<file path="src/design/pdf_pkg.sv">
// ---------------------------------------------------------------------------
// pdf_pkg: shared types and constants of the package deframer
// Region and status codes, header constants and the per-byte result record.
// ---------------------------------------------------------------------------
`default_nettype none

package pdf_pkg;

    localparam int unsigned BYTE_W   = 8;
    localparam int unsigned REGION_W = 3;
    localparam int unsigned STATUS_W = 3;
    localparam int unsigned KLEN_W   = 16;
    localparam int unsigned CLEN_W   = 32;
    localparam int unsigned COUNT_W  = 32;

    typedef logic [REGION_W-1:0] region_t;
    typedef logic [STATUS_W-1:0] status_t;

    localparam region_t REG_HEADER = 3'd0;
    localparam region_t REG_KLEN   = 3'd1;
    localparam region_t REG_KEY    = 3'd2;
    localparam region_t REG_IV     = 3'd3;
    localparam region_t REG_MAC    = 3'd4;
    localparam region_t REG_CLEN   = 3'd5;
    localparam region_t REG_DATA   = 3'd6;

    localparam status_t ST_BUSY    = 3'd0;
    localparam status_t ST_OK      = 3'd1;
    localparam status_t ST_MAGIC   = 3'd2;
    localparam status_t ST_VERSION = 3'd3;
    localparam status_t ST_TRUNC   = 3'd4;
    localparam status_t ST_LENGTH  = 3'd5;
    localparam status_t ST_ALIGN   = 3'd6;

    localparam logic [BYTE_W-1:0] VERSION_BYTE = 8'h01;

    // One result per accepted byte.
    typedef struct packed {
        logic [CLEN_W-1:0] cipher_length;
        logic [KLEN_W-1:0] key_length;
        status_t           status;
        region_t           region;
        logic [BYTE_W-1:0] out_byte;
    } pdf_result_t;

    // Expected magic "ASCE", one byte per header position.
    function automatic logic [BYTE_W-1:0] magic_byte(input logic [1:0] idx);
        logic [BYTE_W-1:0] val;
        unique case (idx)
            2'd0:    val = 8'h41;
            2'd1:    val = 8'h53;
            2'd2:    val = 8'h43;
            default: val = 8'h45;
        endcase
        return val;
    endfunction

endpackage

`default_nettype wire

</file>
<file path="src/design/pdf_parse.sv">
// ---------------------------------------------------------------------------
// pdf_parse: front end of the package deframer
// Tracks the package layout byte by byte, latches the first error and builds
// the tagged result for each accepted byte.
// ---------------------------------------------------------------------------
`default_nettype none

module pdf_parse (
    input  wire                      clk,
    input  wire                      rst_n,
    input  wire                      accept,
    input  wire  [7:0]               in_byte,
    input  wire                      is_last,
    output pdf_pkg::pdf_result_t     result
);
    import pdf_pkg::*;

    typedef enum logic [2:0] {
        PH_HEADER = 3'd0,
        PH_KLEN   = 3'd1,
        PH_KEY    = 3'd2,
        PH_IV     = 3'd3,
        PH_MAC    = 3'd4,
        PH_CLEN   = 3'd5,
        PH_DATA   = 3'd6
    } phase_t;

    phase_t               phase_reg, phase_next;
    logic [COUNT_W-1:0]   count_reg, count_next, count_inc;
    logic [KLEN_W-1:0]    klen_reg, klen_next;
    logic [CLEN_W-1:0]    clen_reg, clen_next;
    status_t              err_reg, err_next;
    logic                 len_eq;
    status_t              status;

    assign count_inc = count_reg + 32'd1;

    always_comb
    begin
        phase_next = phase_reg;
        count_next = count_reg;
        klen_next  = klen_reg;
        clen_next  = clen_reg;
        err_next   = err_reg;
        len_eq     = 1'b0;
        unique case (phase_reg)
            PH_HEADER:
            begin
                if (count_reg < 32'd4)
                begin
                    if (in_byte != magic_byte(count_reg[1:0]) && err_reg == ST_BUSY)
                        err_next = ST_MAGIC;
                end
                else if (count_reg == 32'd4)
                begin
                    if (in_byte != VERSION_BYTE && err_reg == ST_BUSY)
                        err_next = ST_VERSION;
                end
                count_next = count_inc;
                if (count_reg == 32'd7)
                begin
                    phase_next = PH_KLEN;
                    count_next = '0;
                end
            end
            PH_KLEN:
            begin
                klen_next  = {klen_reg[7:0], in_byte};
                count_next = count_inc;
                if (count_reg == 32'd1)
                begin
                    phase_next = (klen_next == '0) ? PH_IV : PH_KEY;
                    count_next = '0;
                end
            end
            PH_KEY:
            begin
                count_next = count_inc;
                if (count_inc >= {16'd0, klen_reg})
                begin
                    phase_next = PH_IV;
                    count_next = '0;
                end
            end
            PH_IV:
            begin
                count_next = count_inc;
                if (count_reg == 32'd15)
                begin
                    phase_next = PH_MAC;
                    count_next = '0;
                end
            end
            PH_MAC:
            begin
                count_next = count_inc;
                if (count_reg == 32'd31)
                begin
                    phase_next = PH_CLEN;
                    count_next = '0;
                end
            end
            PH_CLEN:
            begin
                clen_next  = {clen_reg[23:0], in_byte};
                count_next = count_inc;
                if (count_reg == 32'd3)
                begin
                    phase_next = PH_DATA;
                    count_next = '0;
                    len_eq     = (clen_next == '0);
                end
            end
            PH_DATA:
            begin
                // The count never passes the decoded length, so reaching it
                // means every further byte is excess.
                if (count_reg >= clen_reg)
                begin
                    len_eq = 1'b1;
                    if (err_reg == ST_BUSY)
                        err_next = ST_LENGTH;
                end
                else
                begin
                    count_next = count_inc;
                    len_eq     = (count_inc == clen_reg);
                end
            end
            default:
            begin
                phase_next = PH_DATA;
            end
        endcase
    end

    always_comb
    begin
        status = ST_BUSY;
        if (is_last)
        begin
            priority if (phase_next == PH_HEADER)
                status = ST_MAGIC;
            else if (err_next != ST_BUSY)
                status = err_next;
            else if (phase_next != PH_DATA)
                status = ST_TRUNC;
            else if (!len_eq)
                status = ST_LENGTH;
            else if (clen_next[3:0] != 4'd0)
                status = ST_ALIGN;
            else
                status = ST_OK;
        end
    end

    assign result.out_byte      = in_byte;
    assign result.region        = region_t'(phase_reg);
    assign result.status        = status;
    assign result.key_length    = klen_next;
    assign result.cipher_length = clen_next;

    always_ff @(posedge clk or negedge rst_n)
    begin
        if (!rst_n)
        begin
            phase_reg <= PH_HEADER;
            count_reg <= '0;
            klen_reg  <= '0;
            clen_reg  <= '0;
            err_reg   <= ST_BUSY;
        end
        else if (accept)
        begin
            if (is_last)
            begin
                phase_reg <= PH_HEADER;
                count_reg <= '0;
                klen_reg  <= '0;
                clen_reg  <= '0;
                err_reg   <= ST_BUSY;
            end
            else
            begin
                phase_reg <= phase_next;
                count_reg <= count_next;
                klen_reg  <= klen_next;
                clen_reg  <= clen_next;
                err_reg   <= err_next;
            end
        end
    end

    a_busy_until_last: assert property (@(posedge clk) disable iff (!rst_n)
        (accept && !is_last) |-> (result.status == ST_BUSY))
        else $error("status reported before the final byte");

    a_restart_after_last: assert property (@(posedge clk) disable iff (!rst_n)
        (accept && is_last) |=> (phase_reg == PH_HEADER && count_reg == '0
                                 && err_reg == ST_BUSY))
        else $error("parser did not restart after the final byte");

    a_data_count_bound: assert property (@(posedge clk) disable iff (!rst_n)
        (phase_reg == PH_DATA) |-> (count_reg <= clen_reg))
        else $error("ciphertext count passed the decoded length");

endmodule

`default_nettype wire

</file>
<file path="src/design/pdf_fifo.sv">
// ---------------------------------------------------------------------------
// pdf_fifo: result queue between parser and output stage
// A small first-in first-out buffer of parsed results.
// ---------------------------------------------------------------------------
`default_nettype none

module pdf_fifo #(
    parameter int unsigned DEPTH = 4
) (
    input  wire                      clk,
    input  wire                      rst_n,
    input  wire                      push,
    input  pdf_pkg::pdf_result_t     push_data,
    output logic                     full,
    input  wire                      pop,
    output pdf_pkg::pdf_result_t     pop_data,
    output logic                     empty
);
    import pdf_pkg::*;

    localparam int unsigned PTR_W = (DEPTH > 1) ? $clog2(DEPTH) : 1;
    localparam int unsigned CNT_W = $clog2(DEPTH + 1);
    localparam logic [PTR_W-1:0] LAST_PTR = PTR_W'(DEPTH - 1);

    pdf_result_t       entry_reg [DEPTH];
    logic [PTR_W-1:0]  wr_ptr_reg, rd_ptr_reg;
    logic [CNT_W-1:0]  count_reg;

    assign full     = (count_reg == CNT_W'(DEPTH));
    assign empty    = (count_reg == '0);
    assign pop_data = entry_reg[rd_ptr_reg];

    always_ff @(posedge clk)
    begin
        if (push)
            entry_reg[wr_ptr_reg] <= push_data;
    end

    always_ff @(posedge clk or negedge rst_n)
    begin
        if (!rst_n)
        begin
            wr_ptr_reg <= '0;
            rd_ptr_reg <= '0;
            count_reg  <= '0;
        end
        else
        begin
            if (push)
                wr_ptr_reg <= (wr_ptr_reg == LAST_PTR) ? '0 : wr_ptr_reg + 1'b1;
            if (pop)
                rd_ptr_reg <= (rd_ptr_reg == LAST_PTR) ? '0 : rd_ptr_reg + 1'b1;
            if (push && !pop)
                count_reg <= count_reg + 1'b1;
            else if (pop && !push)
                count_reg <= count_reg - 1'b1;
        end
    end

    a_no_overflow: assert property (@(posedge clk) disable iff (!rst_n)
        !(push && full && !pop))
        else $error("transfer into a full queue");

    a_no_underflow: assert property (@(posedge clk) disable iff (!rst_n)
        !(pop && empty))
        else $error("read from an empty queue");

    a_count_bound: assert property (@(posedge clk) disable iff (!rst_n)
        count_reg <= CNT_W'(DEPTH))
        else $error("queue count out of range");

endmodule

`default_nettype wire

</file>
<file path="src/design/pdf_out.sv">
// ---------------------------------------------------------------------------
// pdf_out: output stage of the package deframer
// Registers one result and presents it on the master stream.
// ---------------------------------------------------------------------------
`default_nettype none

module pdf_out (
    input  wire                      clk,
    input  wire                      rst_n,
    input  wire                      in_valid,
    input  pdf_pkg::pdf_result_t     in_data,
    output logic                     in_ready,
    output logic                     m_axis_tvalid,
    input  wire                      m_axis_tready,
    output logic [55:0]              m_axis_tdata,
    output logic [5:0]               m_axis_tuser
);
    import pdf_pkg::*;

    logic        valid_reg;
    pdf_result_t data_reg;

    assign in_ready = !valid_reg || m_axis_tready;

    always_ff @(posedge clk or negedge rst_n)
    begin
        if (!rst_n)
            valid_reg <= 1'b0;
        else if (in_ready)
            valid_reg <= in_valid;
    end

    always_ff @(posedge clk)
    begin
        if (in_ready && in_valid)
            data_reg <= in_data;
    end

    assign m_axis_tvalid = valid_reg;
    assign m_axis_tdata  = {data_reg.cipher_length, data_reg.key_length, data_reg.out_byte};
    assign m_axis_tuser  = {data_reg.status, data_reg.region};

endmodule

`default_nettype wire

</file>
<file path="src/design/package_deframer.sv">
// ---------------------------------------------------------------------------
// package_deframer: byte-stream parser for encrypted packages
// Checks the header, splits the package into regions and reports its status.
// ---------------------------------------------------------------------------
// Usage: bytes of a package enter on the slave stream, one per transfer, with
// tlast on the final byte. Every byte leaves on the master stream as one
// transfer carrying the byte, its region, the key and ciphertext lengths
// decoded so far, and a status that is nonzero only on the final byte.
// An error status tells the consumer to drop the payload it already took.
// Throughput is one byte per cycle unless the receiver stalls. Each accepted
// byte's result is written into the queue, then registered in the output
// stage before it shows up on the master stream; the parser runs ahead of
// the output register through a queue of QUEUE_DEPTH results, so the rate is
// set by the output handshake alone. When the receiver stalls, the queue fills
// and s_axis_tready drops once it holds QUEUE_DEPTH results; the master
// outputs hold until taken. Reset empties the queue and returns the parser to
// the start of a package; after each final byte the parser also restarts on its own.
// ---------------------------------------------------------------------------
`default_nettype none

module package_deframer #(
    parameter int unsigned QUEUE_DEPTH = 4
) (
    input  wire         clk,
    input  wire         rst_n,
    input  wire         s_axis_tvalid,
    output logic        s_axis_tready,
    input  wire  [7:0]  s_axis_tdata,   // in_byte[7:0]
    input  wire         s_axis_tlast,
    output logic        m_axis_tvalid,
    input  wire         m_axis_tready,
    output logic [55:0] m_axis_tdata,   // out_byte[7:0], key_length[23:8], cipher_length[55:24]
    output logic [5:0]  m_axis_tuser    // region[2:0], status[5:3]
);
    import pdf_pkg::*;

    pdf_result_t parse_result;
    pdf_result_t queue_data;
    logic        accept;
    logic        queue_full;
    logic        queue_empty;
    logic        out_ready;
    logic        queue_pop;

    assign s_axis_tready = !queue_full;
    assign accept        = s_axis_tvalid && s_axis_tready;
    assign queue_pop     = !queue_empty && out_ready;

    pdf_parse u_parse (
        .clk     (clk),
        .rst_n   (rst_n),
        .accept  (accept),
        .in_byte (s_axis_tdata),
        .is_last (s_axis_tlast),
        .result  (parse_result)
    );

    pdf_fifo #(
        .DEPTH (QUEUE_DEPTH)
    ) u_fifo (
        .clk       (clk),
        .rst_n     (rst_n),
        .push      (accept),
        .push_data (parse_result),
        .full      (queue_full),
        .pop       (queue_pop),
        .pop_data  (queue_data),
        .empty     (queue_empty)
    );

    pdf_out u_out (
        .clk           (clk),
        .rst_n         (rst_n),
        .in_valid      (!queue_empty),
        .in_data       (queue_data),
        .in_ready      (out_ready),
        .m_axis_tvalid (m_axis_tvalid),
        .m_axis_tready (m_axis_tready),
        .m_axis_tdata  (m_axis_tdata),
        .m_axis_tuser  (m_axis_tuser)
    );

endmodule

`default_nettype wire

</file>
<file path="config.mk">
export PLATFORM = sky130hd
export DESIGN_NAME = package_deframer
export DESIGN_NICKNAME = d
export VERILOG_FILES = /design/src/design/pdf_pkg.sv /design/src/design/pdf_parse.sv /design/src/design/pdf_fifo.sv /design/src/design/pdf_out.sv /design/src/design/package_deframer.sv
export SDC_FILE = /design/constraint.sdc
export NUM_CORES = 1
export LEC_CHECK = 0
export CAP_MARGIN = 20
export CORE_MARGIN = 2
export CORE_UTILIZATION = 30
export CTS_BUF_LIST = sky130_fd_sc_hd__clkbuf_4 sky130_fd_sc_hd__clkbuf_8
export DETAILED_ROUTE_END_ITERATION = 10
export DONT_BUFFER_PORTS = 1
export PLACE_DENSITY = 0.51
export SLEW_MARGIN = 25
export SYNTH_ARGS = -nofsm -noshare
export SYNTH_HDL_FRONTEND = slang
export SYNTH_SLANG_ARGS = --single-unit
</file>
<file path="constraint.sdc">
create_clock -name clk -period 15.9 [get_ports clk]
set_input_delay 1.59 -clock clk [delete_from_list [all_inputs] [get_ports clk]]
set_output_delay 1.59 -clock clk [all_outputs]
set_load 0.1 [all_outputs]
</file>
==> flow_metrics.py <==
metrics = {
    "critical_path": {
        "cp_max_fo": 35,
        "cp-end-kind": "flop",
        "r2r_start": "u_parse.count_reg[0]$_DFFE_PN0P_",
        "regToRegSetupSlack_ns": 11.44,
        "worst_r2r_endpoint": "u_parse.count_reg[10]$_DFFE_PN0P_",
        "crit_path_start_kind": "flop",
        "ff2ff_path_depth": 15,
        "cp_data_required_time_ns": 16.45,
        "cp.arrival_ns": 5.01,
        "path_class": "reg2reg",
    },
    "drt": {
        "dr.pass1.iters": 5,
        "drtIter0Drc": 857,
        "vias": 11452,
        "ant_nets": 0,
        "vias_per_cell": 5.08,
        "drc_errors": 0,
        "wl_mm": 50.2,
        "wl_per_cell_um": 22.3,
    },
    "clocking": {
        "cts.clk_slew.worst_paths_ns": 0.07,
        "hold_buffers": 0,
        "cts_tree": "built",
        "cts_made_buffers": 68,
        "root_buffer": "clkbuf_8",
        "ctsHtreeMaxLevel": 3,
        "cts.sinks": 404,
        "clk_path_buf_depth": 3,
        "post_cts_resized": 0,
        "cts_setup_buffers": 0,
        "clk_latency_ns": 0.64,
    },
    "grt": {
        "antenna_found_initial": 0,
        "grt_overflow_total": 0,
        "grt_pass1_vias": 11641,
        "grt_max_degree": 95,
        "grt_use_total": 0.158,
        "grt_pass1_wl_mm": 76.0,
    },
    "power": {
        "power_density_nw_per_um2": 181,
        "vdd_drop_max_uv": 86.0,
        "static-leakage-power_nw": 7.58,
    },
    "sta": {
        "setup-tns-final_ns": 0,
        "period_minus_slack_ns": 4.46,
        "timing.fmax_mhz": 224,
        "tightest_slew_ns": 1.07,
        "period_share": 0.280,
        "hold_violations": 0,
        "finalSetupViolCount": 0,
        "whs_ns": 0.499,
        "rsz0062_at_grt": "false",
        "slew_viol_final": 0,
        "relSlewSlack": 0.286,
        "fin_skew_ns": 0.0453,
    },
    "die": {
        "die_h_um": 254,
        "rows": 91,
        "io_pins": 77,
        "core_sq_um": 61700,
        "die_w_um": 254,
        "die-area_sq_um": 64500,
        "start_util": 0.304,
    },
    "min_path": {
        "hold_depth": 1,
        "hold_path.startpoint": "u_fifo.count_reg[2]$_DFFE_PN0P_",
        "min_to": "u_fifo.count_reg[2]$_DFFE_PN0P_",
        "min_path_type": "reg2reg",
    },
    "finish": {
        "nFillCells": 6093,
        "antennaDiodeCount": 0,
        "post-route-util": 0.340,
        "largest_reg_flops": 248,
        "nNetsFinal": 1439,
        "area_growth_pct": 12.1,
        "drive_above_1_share": 0.175,
    },
    "placement": {
        "routabilityCongestion": 0.941,
        "portBuffers": 0,
        "hpwlAfterDp_mm": 34.1,
    },
    "synth": {
        "synth_cell_types": 83,
        "syn_inst": 1355,
        "async_flop_share": 0.233,
        "synthesis.area_sq_um": 18700,
        "ys_warn_count": 0,
        "ys_seq_area_frac": 0.622,
        "ys_seq_elements": 404,
        "synth_top_area_frac": 0.497,
        "syn_area_per_cell_sq_um": 13.8,
        "ys_top_cells_by_area": "edfxtp_1 (50%), dfrtp_1 (13%), mux4_2 (7.6%)",
        "ys.flop_type": "edfxtp_1",
        "synth_area_leader_cell": "edfxtp_1",
        "synth_fp_nets": 1428,
        "synth_edf_count": 310,
    },
    "outcome": {
        "status": "completed",
    },
    "flow_run": {
        "drv_cap": 0,
    },
}
cells in the mapped netlist, types with 15 or more instances:
cell type and instances:
edfxtp_1 310, dfrtp_1 94, inv_1 78, nor3_1 20, a21oi_1 34, ha_1 59, clkbuf_1 46, mux4_2 63
nor2_1 30, xor2_1 15, o21ai_0 105, nand2_1 142, xnor2_1 27, a21o_1 18, nand4_1 27, nor4_1 35
nand3_1 27, buf_2 15
cell usage in the layout (no fill, tap or decap), types with 13 or more instances in the layout:
| cell | Yosys | routed |
|---|---|---|
| mux4_2 | 63 | 63 |
| o21ai_0 | 105 | 104 |
| inv_1 | 78 | 78 |
| nor4_1 | 35 | 35 |
| clkbuf_8 | 0 | 75 |
| clkbuf_4 | 0 | 21 |
| xor2_1 | 15 | 15 |
| nor3_1 | 20 | 20 |
| nand2_1 | 142 | 141 |
| nor2_1 | 30 | 29 |
| edfxtp_1 | 310 | 310 |
| a21o_1 | 18 | 18 |
| xnor2_1 | 27 | 27 |
| a21oi_1 | 34 | 33 |
| buf_4 | 0 | 13 |
| ha_1 | 59 | 59 |
| dfrtp_1 | 94 | 92 |
| nand4_1 | 27 | 27 |
| nand3_1 | 27 | 26 |
through the flow:
step                      cells  area [sq um]  setup WS (ns)  power [mW]
after floorplan            1355         18700           9.84        2.66
after global placement     2133         19600          11.54        2.88
after detailed placement   2133         19600          11.52        2.89
after CTS                  2256         21000          11.49        3.87
after global routing       2256         21000          11.15        3.97
final                      2256         21000          11.44        3.80
kinds of logic (layout without fill, tap and decap cells):
logic type      count (synthesis)  in the layout  share of synthesized area
compound gates                261            261                     0.0930
xor+xnor                       48             48                     0.0269
fa+ha+maj                      60             60                     0.0405
buf+inv                       150            214                     0.0331
flops                         404            404                      0.622
mux                            79             79                     0.0850
simple gates                  353            353                     0.0991
cell type report:
cell class | count | area (sq um) | area share
multi-input cells | 801 | 6490 | 0.309
clock buffers | 96 | 1190 | 0.0567
clock inverters | 27 | 220 | 0.0105
repair buffers | 13 | 97.6 | 0.00465
inverters | 78 | 293 | 0.0139
flip-flops and latches | 404 | 11700 | 0.555
well taps | 837 | 1050 | 0.0499
worst max path at each step:
stage | start | end | slack (ns) | cells after the start
3_3_place_gp | u_parse.count_reg[2]$_DFFE_PN0P_ | u_parse.count_reg[15]$_DFFE_PN0P_ | 11.54 | 14
6_report | u_parse.count_reg[0]$_DFFE_PN0P_ | u_parse.count_reg[10]$_DFFE_PN0P_ | 11.44 | 15
2_1_floorplan | m_axis_tready | u_fifo.count_reg[1]$_DFFE_PN0P_ | 9.84 | 7
4_1_cts | u_parse.count_reg[0]$_DFFE_PN0P_ | u_parse.count_reg[10]$_DFFE_PN0P_ | 11.49 | 15
3_5_place_dp | u_parse.count_reg[0]$_DFFE_PN0P_ | u_parse.count_reg[15]$_DFFE_PN0P_ | 11.52 | 15
5_1_grt | u_parse.count_reg[0]$_DFFE_PN0P_ | u_parse.count_reg[10]$_DFFE_PN0P_ | 11.15 | 15
per-layer routing:
layer,vias to the layer above,GRT usage,wire length (um)
met1,5848,0.204,21800
li1,5236,-,-
met5,-,0,0
met3,85,0.0279,2260
met4,0,0.0655,1650
met2,283,0.262,24500
power breakdown:
group          internal, mW  switching [mW]  leakage [nW]
Clock                 0.535           0.424         0.746
Combinational         0.291           0.399          2.61
Sequential             1.44           0.705          4.23
critical path, stage by stage (launching register included):
cell and delay, ns:
dfrtp_1 0.56, ha_1 0.48, nand3_2 0.30, nor4_1 0.57, xnor2_1 0.23, inv_1 0.07, ha_1 0.18, a21o_1 0.17
a21o_1 0.17, a21oi_1 0.14, o211ai_1 0.20, nor4_4 0.45, a21oi_4 0.08, buf_4 0.31, or3_1 0.37, o21ai_1 0.07
(Power assumes the default switching activity.)
